## config.mk

```make
export PLATFORM = sky130hd
export DESIGN_NAME = safety_supervisor_fsm
export DESIGN_NICKNAME = d
export VERILOG_FILES = /design/src/hw/rtl/ssf_pkg.sv /design/src/hw/rtl/ssf_csr.sv /design/src/hw/rtl/safety_supervisor_fsm.sv
export SDC_FILE = /design/constraint.sdc
export NUM_CORES = 1
export LEC_CHECK = 0
export BUFFER_PORTS_ARGS = -buffer_cell sky130_fd_sc_hd__buf_2
export CORE_AREA = 10 10 297 299
export CTS_CLUSTER_SIZE = 25
export DETAILED_ROUTE_END_ITERATION = 16
export DIE_AREA = 0 0 307 309
export MAX_ROUTING_LAYER = met4
export SYNTH_ARGS = -nofsm -noshare
export SYNTH_HDL_FRONTEND = slang
export SYNTH_SLANG_ARGS = --single-unit
```

## constraint.sdc

```tcl
create_clock -name clock -period 13.7 [get_ports clock]
set_input_delay 0.685 -clock clock [delete_from_list [all_inputs] [get_ports clock]]
set_output_delay 0.685 -clock clock [all_outputs]
set_load 0.005 [all_outputs]
```

## src/hw/rtl/ssf_pkg.sv

```systemverilog
// Shared types and constants for the safety supervisor: beat layouts,
// configuration register map, request and status codes, counter helpers.
// Standalone; imported by every module of the block.
package ssf_pkg;

   // Event counters wrap at this width (8 to 32)
   localparam int COUNT_BITS = 16;
   localparam int COUNT_OUT_W = 16;

   typedef logic [COUNT_BITS-1:0] cnt_type;

   // Configuration port geometry
   localparam int CSR_DATA_W = 32;
   localparam int CSR_ADDR_W = 5;
   localparam int CSR_IDX_W = 3;

   // Register indexes (byte address is 4 * index)
   localparam logic [CSR_IDX_W-1:0] REG_MOTION_TIMEOUT = 3'd0;
   localparam logic [CSR_IDX_W-1:0] REG_IMU_TIMEOUT    = 3'd1;
   localparam logic [CSR_IDX_W-1:0] REG_EMG_TIMEOUT    = 3'd2;
   localparam logic [CSR_IDX_W-1:0] REG_GRACE          = 3'd3;
   localparam logic [CSR_IDX_W-1:0] REG_AUTO_RECOVER   = 3'd4;
   localparam logic [CSR_IDX_W-1:0] REG_PRESENT_MASK   = 3'd5;

   // Register reset values
   localparam logic [31:0] RST_MOTION_TIMEOUT = 32'd500;
   localparam logic [31:0] RST_IMU_TIMEOUT    = 32'd500;
   localparam logic [31:0] RST_EMG_TIMEOUT    = 32'd500;
   localparam logic [31:0] RST_GRACE          = 32'd1000;
   localparam logic        RST_AUTO_RECOVER   = 1'b1;
   localparam logic [4:0]  RST_PRESENT_MASK   = 5'd31;

   // Monitor mask bits
   localparam int MASK_IMU       = 0;
   localparam int MASK_EMG       = 1;
   localparam int MASK_MOTION_HB = 2;
   localparam int MASK_IMU_HB    = 3;
   localparam int MASK_EMG_HB    = 4;

   // Request codes
   localparam logic [1:0] ACT_TICK    = 2'd0;
   localparam logic [1:0] ACT_TRIGGER = 2'd1;
   localparam logic [1:0] ACT_CLEAR   = 2'd2;
   localparam logic [1:0] ACT_SAFE    = 2'd3;

   // IMU status codes
   localparam logic [2:0] IMU_OK      = 3'd0;
   localparam logic [2:0] IMU_UNINIT  = 3'd1;
   localparam logic [2:0] IMU_TMO     = 3'd2;
   localparam logic [2:0] IMU_BUS_ERR = 3'd3;
   localparam logic [2:0] IMU_FAULT   = 3'd4;

   // EMG status codes
   localparam logic [2:0] EMG_OK      = 3'd0;
   localparam logic [2:0] EMG_UNINIT  = 3'd1;
   localparam logic [2:0] EMG_TMO     = 3'd2;
   localparam logic [2:0] EMG_FAULT   = 3'd3;

   typedef struct packed {
      logic [31:0] motion_timeout_ms;
      logic [31:0] imu_timeout_ms;
      logic [31:0] emg_timeout_ms;
      logic [31:0] grace_ms;
      logic        auto_recover;
      logic [4:0]  present_mask;
   } cfg_type;

   typedef struct packed {
      logic [1:0]  action;
      logic [31:0] now_ms;
      logic [31:0] motion_age_ms;
      logic [31:0] imu_age_ms;
      logic [31:0] emg_age_ms;
      logic [2:0]  imu_status;
      logic [2:0]  emg_status;
   } req_type;

   typedef struct packed {
      logic [2:0]             system_state;
      logic                   state_changed;
      logic                   stop_drive;
      logic                   emergency_event;
      logic                   recovered_event;
      logic                   imu_lost_event;
      logic                   emg_lost_event;
      logic                   clear_refused;
      logic [COUNT_OUT_W-1:0] emergency_count;
      logic [COUNT_OUT_W-1:0] recovery_count;
      logic [COUNT_OUT_W-1:0] stall_count;
      logic [COUNT_OUT_W-1:0] sensor_loss_count;
   } rsp_type;

   // Low bits of a counter as reported, zero-extended when narrower
   function automatic logic [COUNT_OUT_W-1:0] cnt_out(input cnt_type c);
      logic [31:0] wide;
      wide = 32'(c);
      return wide[COUNT_OUT_W-1:0];
   endfunction

endpackage

```

## src/hw/rtl/ssf_csr.sv

```systemverilog
// Configuration register file of the safety supervisor on an APB-style port.
// Depends on ssf_pkg for the register map, reset values and cfg_type.
module ssf_csr (
   input  logic                       clock,
   input  logic                       reset,
   input  logic                       csr_psel,
   input  logic                       csr_penable,
   input  logic                       csr_pwrite,
   input  logic [ssf_pkg::CSR_ADDR_W-1:0] csr_paddr,
   input  logic [ssf_pkg::CSR_DATA_W-1:0] csr_pwdata,
   output logic [ssf_pkg::CSR_DATA_W-1:0] csr_prdata,
   output logic                       csr_pready,
   output ssf_pkg::cfg_type           cfg
);
   import ssf_pkg::*;

   cfg_type               cfg_ff;
   logic                  wr_en;
   logic [CSR_IDX_W-1:0]  reg_idx;

   assign csr_pready = 1'b1;
   assign wr_en      = csr_psel && csr_penable && csr_pwrite;
   assign reg_idx    = csr_paddr[CSR_ADDR_W-1:2];
   assign cfg        = cfg_ff;

   // Write the addressed register in the access phase
   always_ff @(posedge clock) begin
      if (reset) begin
         cfg_ff.motion_timeout_ms <= RST_MOTION_TIMEOUT;
         cfg_ff.imu_timeout_ms    <= RST_IMU_TIMEOUT;
         cfg_ff.emg_timeout_ms    <= RST_EMG_TIMEOUT;
         cfg_ff.grace_ms          <= RST_GRACE;
         cfg_ff.auto_recover      <= RST_AUTO_RECOVER;
         cfg_ff.present_mask      <= RST_PRESENT_MASK;
      end else if (wr_en) begin
         case (reg_idx)
            REG_MOTION_TIMEOUT: cfg_ff.motion_timeout_ms <= csr_pwdata;
            REG_IMU_TIMEOUT:    cfg_ff.imu_timeout_ms    <= csr_pwdata;
            REG_EMG_TIMEOUT:    cfg_ff.emg_timeout_ms    <= csr_pwdata;
            REG_GRACE:          cfg_ff.grace_ms          <= csr_pwdata;
            REG_AUTO_RECOVER:   cfg_ff.auto_recover      <= csr_pwdata[0];
            REG_PRESENT_MASK:   cfg_ff.present_mask      <= csr_pwdata[4:0];
            default: ;
         endcase
      end
   end

   // Read back the addressed register
   always_comb begin
      case (reg_idx)
         REG_MOTION_TIMEOUT: csr_prdata = cfg_ff.motion_timeout_ms;
         REG_IMU_TIMEOUT:    csr_prdata = cfg_ff.imu_timeout_ms;
         REG_EMG_TIMEOUT:    csr_prdata = cfg_ff.emg_timeout_ms;
         REG_GRACE:          csr_prdata = cfg_ff.grace_ms;
         REG_AUTO_RECOVER:   csr_prdata = 32'(cfg_ff.auto_recover);
         REG_PRESENT_MASK:   csr_prdata = 32'(cfg_ff.present_mask);
         default:            csr_prdata = '0;
      endcase
   end

endmodule

```

## src/hw/rtl/safety_supervisor_fsm.sv

```systemverilog
// Safety supervisor top level: request register, state update and result register.
// Depends on ssf_pkg and ssf_csr.
//
// The supervisor takes one request beat per clock unless req_stall holds it off,
// and returns exactly one result beat per request. A beat first lands in the
// request register; then the tick/trigger/clear/safe-mode logic reads it together
// with the supervisor state, updates the state and loads the result register. The
// state update is combinational from the state registers, so back-to-back
// requests each see the state left by the previous one, and the sustained rate is
// one beat per cycle while the result side does not stall. A stall on the result
// side backs up into the request register and then onto req_stall. Configuration
// registers are to be written only while no request is in flight.
module safety_supervisor_fsm (
   input  logic                           clock,
   input  logic                           reset,
   input  logic                           req_valid,
   output logic                           req_stall,
   input  ssf_pkg::req_type               req_data,
   output logic                           rsp_valid,
   input  logic                           rsp_stall,
   output ssf_pkg::rsp_type               rsp_data,
   input  logic                           csr_psel,
   input  logic                           csr_penable,
   input  logic                           csr_pwrite,
   input  logic [ssf_pkg::CSR_ADDR_W-1:0] csr_paddr,
   input  logic [ssf_pkg::CSR_DATA_W-1:0] csr_pwdata,
   output logic [ssf_pkg::CSR_DATA_W-1:0] csr_prdata,
   output logic                           csr_pready
);
   import ssf_pkg::*;

   typedef enum logic [2:0] {
      ST_IDLE   = 3'd0,
      ST_ACTIVE = 3'd1,
      ST_ERROR  = 3'd2,
      ST_SAFE   = 3'd3,
      ST_ESTOP  = 3'd4
   } state_type;

   cfg_type     cfg;

   // Request stage
   logic        req_valid_ff;
   req_type     req_ff;
   // Result stage
   logic        rsp_valid_ff;
   rsp_type     rsp_ff;
   // Supervisor state
   state_type   state_ff, state_in;
   logic [31:0] entry_ff, entry_in;
   logic        imu_was_ok_ff, imu_was_ok_in;
   logic        emg_was_ok_ff, emg_was_ok_in;
   cnt_type     emerg_cnt_ff, emerg_cnt_in;
   cnt_type     recov_cnt_ff, recov_cnt_in;
   cnt_type     stall_cnt_ff, stall_cnt_in;
   cnt_type     loss_cnt_ff, loss_cnt_in;
   rsp_type     rsp_in;

   logic        rsp_free;
   logic        advance;
   logic        idle_or_active;
   logic        motion_stale, imu_stale, emg_stale;
   logic        tick_imu_ok, tick_emg_ok;
   logic        clr_imu_ok, clr_emg_ok;
   logic        grace_over;
   logic        stop_ev, emerg_ev, recov_ev, imu_lost, emg_lost, refused;

   ssf_csr u_csr (
      .clock       (clock),
      .reset       (reset),
      .csr_psel    (csr_psel),
      .csr_penable (csr_penable),
      .csr_pwrite  (csr_pwrite),
      .csr_paddr   (csr_paddr),
      .csr_pwdata  (csr_pwdata),
      .csr_prdata  (csr_prdata),
      .csr_pready  (csr_pready),
      .cfg         (cfg)
   );

   // Handshake: result register frees when empty or taken
   assign rsp_free  = !rsp_valid_ff || !rsp_stall;
   assign advance   = req_valid_ff && rsp_free;
   assign req_stall = req_valid_ff && !rsp_free;
   assign rsp_valid = rsp_valid_ff;
   assign rsp_data  = rsp_ff;

   // Heartbeat checks; a stale motion heartbeat masks the other two
   assign idle_or_active = (state_ff == ST_IDLE) || (state_ff == ST_ACTIVE);
   assign motion_stale = cfg.present_mask[MASK_MOTION_HB] &&
                         (req_ff.motion_age_ms > cfg.motion_timeout_ms);
   assign imu_stale = !motion_stale && cfg.present_mask[MASK_IMU_HB] &&
                      (req_ff.imu_age_ms > cfg.imu_timeout_ms);
   assign emg_stale = !motion_stale && cfg.present_mask[MASK_EMG_HB] &&
                      (req_ff.emg_age_ms > cfg.emg_timeout_ms);
   assign grace_over = (req_ff.now_ms - entry_ff) > cfg.grace_ms;

   // Sensor health as seen by a tick and by a clear
   always_comb begin
      tick_imu_ok = !cfg.present_mask[MASK_IMU] ||
                    !(req_ff.imu_status inside {IMU_TMO, IMU_BUS_ERR, IMU_FAULT});
      tick_emg_ok = !cfg.present_mask[MASK_EMG] ||
                    !(req_ff.emg_status inside {EMG_TMO, EMG_FAULT});
      clr_imu_ok  = !cfg.present_mask[MASK_IMU] ||
                    (req_ff.imu_status inside {IMU_OK, IMU_UNINIT});
      clr_emg_ok  = !cfg.present_mask[MASK_EMG] ||
                    (req_ff.emg_status inside {EMG_OK, EMG_UNINIT});
   end

   // Next state and result for the beat in the request register
   always_comb begin
      state_in      = state_ff;
      entry_in      = entry_ff;
      imu_was_ok_in = imu_was_ok_ff;
      emg_was_ok_in = emg_was_ok_ff;
      emerg_cnt_in  = emerg_cnt_ff;
      recov_cnt_in  = recov_cnt_ff;
      stall_cnt_in  = stall_cnt_ff;
      loss_cnt_in   = loss_cnt_ff;
      stop_ev       = 1'b0;
      emerg_ev      = 1'b0;
      recov_ev      = 1'b0;
      imu_lost      = 1'b0;
      emg_lost      = 1'b0;
      refused       = 1'b0;
      case (req_ff.action)
         ACT_TICK: begin
            // Stale motion heartbeat: count and force emergency stop
            if (motion_stale) begin
               stall_cnt_in = stall_cnt_in + cnt_type'(1);
               if (state_ff != ST_ESTOP) begin
                  emerg_cnt_in = emerg_cnt_ff + cnt_type'(1);
                  state_in     = ST_ESTOP;
                  emerg_ev     = 1'b1;
                  stop_ev      = 1'b1;
               end
            end
            // Stale IMU or EMG heartbeat: count, drop into error from idle or active
            stall_cnt_in = stall_cnt_in + cnt_type'(imu_stale) + cnt_type'(emg_stale);
            if ((imu_stale || emg_stale) && idle_or_active) begin
               state_in = ST_ERROR;
               entry_in = req_ff.now_ms;
            end
            // Sensor loss edges
            if (cfg.present_mask[MASK_IMU]) begin
               imu_lost      = imu_was_ok_ff && !tick_imu_ok;
               imu_was_ok_in = tick_imu_ok;
            end
            if (cfg.present_mask[MASK_EMG]) begin
               emg_lost      = emg_was_ok_ff && !tick_emg_ok;
               emg_was_ok_in = tick_emg_ok;
            end
            loss_cnt_in = loss_cnt_ff + cnt_type'(imu_lost) + cnt_type'(emg_lost);
            // Both sensors down: force safe mode
            if (!tick_imu_ok && !tick_emg_ok &&
                (state_in == ST_IDLE || state_in == ST_ACTIVE)) begin
               state_in = ST_SAFE;
               stop_ev  = 1'b1;
            end
            // Automatic recovery once the grace period has passed
            if (state_ff == ST_ERROR && state_in == ST_ERROR && tick_imu_ok &&
                tick_emg_ok && cfg.auto_recover && grace_over) begin
               recov_cnt_in = recov_cnt_ff + cnt_type'(1);
               state_in     = ST_IDLE;
               recov_ev     = 1'b1;
            end
         end
         ACT_TRIGGER: begin
            if (state_ff != ST_ESTOP) begin
               emerg_cnt_in = emerg_cnt_ff + cnt_type'(1);
               state_in     = ST_ESTOP;
               emerg_ev     = 1'b1;
               stop_ev      = 1'b1;
            end
         end
         ACT_CLEAR: begin
            if (state_ff == ST_ESTOP || state_ff == ST_SAFE) begin
               if (!clr_imu_ok && !clr_emg_ok) begin
                  refused = 1'b1;
               end else begin
                  recov_cnt_in = recov_cnt_ff + cnt_type'(1);
                  state_in     = ST_IDLE;
                  recov_ev     = 1'b1;
               end
            end
         end
         ACT_SAFE: begin
            state_in = ST_SAFE;
            stop_ev  = 1'b1;
         end
         default: ;
      endcase

      rsp_in.system_state      = state_in;
      rsp_in.state_changed     = (state_in != state_ff);
      rsp_in.stop_drive        = stop_ev;
      rsp_in.emergency_event   = emerg_ev;
      rsp_in.recovered_event   = recov_ev;
      rsp_in.imu_lost_event    = imu_lost;
      rsp_in.emg_lost_event    = emg_lost;
      rsp_in.clear_refused     = refused;
      rsp_in.emergency_count   = cnt_out(emerg_cnt_in);
      rsp_in.recovery_count    = cnt_out(recov_cnt_in);
      rsp_in.stall_count       = cnt_out(stall_cnt_in);
      rsp_in.sensor_loss_count = cnt_out(loss_cnt_in);
   end

   // Hold state, request register and result register
   always_ff @(posedge clock) begin
      if (reset) begin
         req_valid_ff  <= 1'b0;
         rsp_valid_ff  <= 1'b0;
         state_ff      <= ST_IDLE;
         entry_ff      <= '0;
         imu_was_ok_ff <= 1'b1;
         emg_was_ok_ff <= 1'b1;
         emerg_cnt_ff  <= '0;
         recov_cnt_ff  <= '0;
         stall_cnt_ff  <= '0;
         loss_cnt_ff   <= '0;
      end else begin
         // Take a new request beat whenever the request register moves on
         if (!req_stall) begin
            req_valid_ff <= req_valid;
            if (req_valid) begin
               req_ff <= req_data;
            end
         end
         // Advance the state and load the result
         if (advance) begin
            state_ff      <= state_in;
            entry_ff      <= entry_in;
            imu_was_ok_ff <= imu_was_ok_in;
            emg_was_ok_ff <= emg_was_ok_in;
            emerg_cnt_ff  <= emerg_cnt_in;
            recov_cnt_ff  <= recov_cnt_in;
            stall_cnt_ff  <= stall_cnt_in;
            loss_cnt_ff   <= loss_cnt_in;
            rsp_ff        <= rsp_in;
         end
         if (rsp_free) begin
            rsp_valid_ff <= advance;
         end
      end
   end

endmodule
```

==> impl_metrics.toml <==
[final_layout]
post-route-util = 0.329
stdcell_count = 3777
multi_input_area_sq_um = 10700
seqCellArea_sq_um = 11000
fillers = 8514
nets = 2987
area_growth_pct = 18.5
drive_gt1_frac = 0.157

[sta]
layout_min_cycle_time_ps = 5690
setup_viol = 0
maxSlewHeadroom = 0.224
finalHoldViolations = 0
fin_crit_sh = 0.416
fmax_ghz = 0.176
hold_slack_ps = 236
worst_slew_pin_slew_ps = 1160
grt_setup_unrepaired = "no"
fin_setup_tns_ps = 0
slew_violations = 0
fin_ws_ps = 8010
skew_ps = 37.8

[route]
drc = 0
routed_wl_um = 71800
drtIter0Drc = 1295
viasPerCell = 4.82
ant_nets = 0
dr.pass1.iters = 6
routed-via-count = 18219
drt-wirelength-per-cell_um = 19.0

[synthesis]
synth_area_sq_um = 22800
yosysWarnings = 0
async_flop_share = 0
synth_largest_area_cell = "edfxtp_1"
synth_seq_cells = 446
synth_top_area_frac = 0.276
avgSynthCellArea_sq_um = 9.52
synth_ff_type = "dfxtp_1"
synthTopCellsByArea = "edfxtp_1 28%, dfxtp_1 21%, ha_1 9.0%, nand2_1 6.5%, a21oi_1 4.5%"
yosysUniqueCellTypes = 79
syn_inst = 2391
synth-seq-area-share = 0.484
syn_nets = 2738
synth_edf_count = 209

[placed_design]
place_congestion = 0.865
port_buffers = 284
pre_cts_slack_ps = 8050
dp_hpwl_um = 54300
placedCellCount = 3658

[worst_setup_path]
required_ps = 14070
path_class = "flop to flop"
end_kind = "flop"
critPathLaunchType = "flop"
crit_fanout = 36
arrival_ps = 6060

[global_route]
grt_pass1_vias = 17722
grt_overflow = 0
grt_pass1_wl_um = 107000
grt_start_max_net_pins = 90
antenna_found_initial = 35
grtUsageTotal = 0.152

[die]
die_height_um = 309
initial_core_util = 0.278
core_area_sq_um = 81800
fp-row-count = 105
die_width_um = 307
io_pins = 289
dieArea_sq_um = 94900

[power]
peakVddDrop_uv = 89.1
power.density_nw_per_um2 = 111
power.leakage_nw = 10.4

[clocking]
cts_buffers = 50
holdBufCountCts = 0
cts_tree = "yes"
cts-root-buf = "clkbuf_16"
path_clk_slew_ps = 60
htree_levels = 2
cts_buffer_depth = 3
clock-sinks = 446
cts_resized = 0
worstSkewPairLatency_ps = 620
post_cts_buffers = 0

[outcome]
status = "complete, no violations"

[job]
max-cap-violations = 0

[worst_hold_path]
hp-class = "input pin to flop"
## registers in the layout (all words and copies together), names as in the netlist
signal and cells:
state_ff 3, emg_was_ok_ff 1, req_valid_ff 1, emerg_cnt_ff 16
loss_cnt_ff 16, entry_ff 32, u_csr.cfg 134, recov_cnt_ff 16
stall_cnt_ff 16, rsp_data 74, imu_was_ok_ff 1, rsp_valid 1
req_ff 135
## per-stage QoR
stage               power, mW  area [sq um]
floorplan                1.60         22800
global placement         1.70         25300
finish                   3.00         27000
detailed placement       1.70         25300
CTS                      3.05         26900
global route             3.13         26900
## critical path: stages, from the launching register on
cell	delay (ps)
edfxtp_1	450
ha_1	310
nor2b_1	130
o21ai_0	200
a21boi_0	150
o21ai_0	380
a211oi_1	170
o2111ai_1	350
nand3_1	200
a31o_2	270
a21oi_1	170
xnor2_1	140
ha_1	260
a21o_1	160
a21o_1	170
a21o_1	160
a21o_1	170
a221oi_1	280
o21ai_0	110
a31o_2	290
a21oi_2	130
buf_4	330
nor2_1	150
mux2_2	320
## power breakdown
| part | switching, mW | leakage, nW | total, mW | internal [mW] |
|---|---|---|---|---|
| combinational | 0.142 | 5.77 | 0.228 | 0.0854 |
| clock | 0.578 | 0.802 | 1.33 | 0.755 |
| sequential | 0.0165 | 3.82 | 1.44 | 1.43 |
## path summary, 6_finish.rpt
check                      from       endpoint  slack, ps  depth (start not counted)
hold reg to reg   u_csr.cfg[93]  u_csr.cfg[93]        470                          2
setup reg to reg    req_ff[103]   rsp_data[33]       8010                         23
hold / removal     req_data[48]     req_ff[48]        240                          1
setup / recovery    req_ff[103]   rsp_data[33]       8010                         23
## placed cells by master, fill, tap and decap left out, types with 52 or more instances in the layout
cell,instances
edfxtp_1,209
o21ai_0,54
xor2_1,55
nor2_1,143
buf_2,283
ha_1,164
a21o_1,52
nand2_1,396
inv_1,183
a21oi_1,205
a22oi_1,56
dfxtp_1,237
xnor2_1,61
## cells in the mapped netlist, drive strengths merged (6+ instances only)
library cell	count
a31oi	10
ha	164
and4	6
nor4	10
nor2b	13
nand2	396
or3	20
and2	13
o21ai	56
and3	26
clkbuf	90
o31ai	11
mux2	7
o21a	20
a21oi	206
a21o	52
edfxtp	209
nor3b	6
xnor2	61
nor3	38
nand3	51
dfxtp	237
mux2i	43
xor2	55
inv	183
or4	15
nor2	147
a22oi	56
a211oi	10
buf	15
o211ai	43
nand4	45
or2	8
## cell type report
| class | count | area share |
|---|---|---|
| sequential | 446 | 0.409 |
| multi-input combinational | 1656 | 0.395 |
| timing repair buffer | 302 | 0.0580 |
| clock buffer | 70 | 0.0533 |
| tap | 1070 | 0.0497 |
| inverter | 184 | 0.0256 |
| clock inverter | 23 | 0.00692 |
| antenna | 26 | 0.00241 |
## cells by family (layout without fill, tap and decap cells)
| kind of cell | count (synthesis) | count (layout) | share of synthesized area |
|---|---|---|---|
| AND/OR/NAND/NOR | 810 | 810 | 0.163 |
| AO/OA/AOI/OAI | 512 | 512 | 0.144 |
| flip-flops | 446 | 446 | 0.484 |
| buffers and inverters | 289 | 579 | 0.0486 |
| adder cells (fa/ha/maj) | 167 | 167 | 0.0928 |
| XOR/XNOR | 116 | 116 | 0.0447 |
| multiplexers | 50 | 50 | 0.0224 |
| other | 1 | 27 | 0.000165 |
## metal layers
| layer | GRT usage | share of wire | vias to the layer above |
|---|---|---|---|
| li1 | - | - | 8992 |
| met5 | - | 0 | - |
| met3 | 0.0475 | 0.096 | 84 |
| met2 | 0.241 | 0.46 | 577 |
| met4 | 0.0313 | 0.018 | 0 |
| met1 | 0.188 | 0.43 | 8566 |
(Power assumes the default switching activity.)
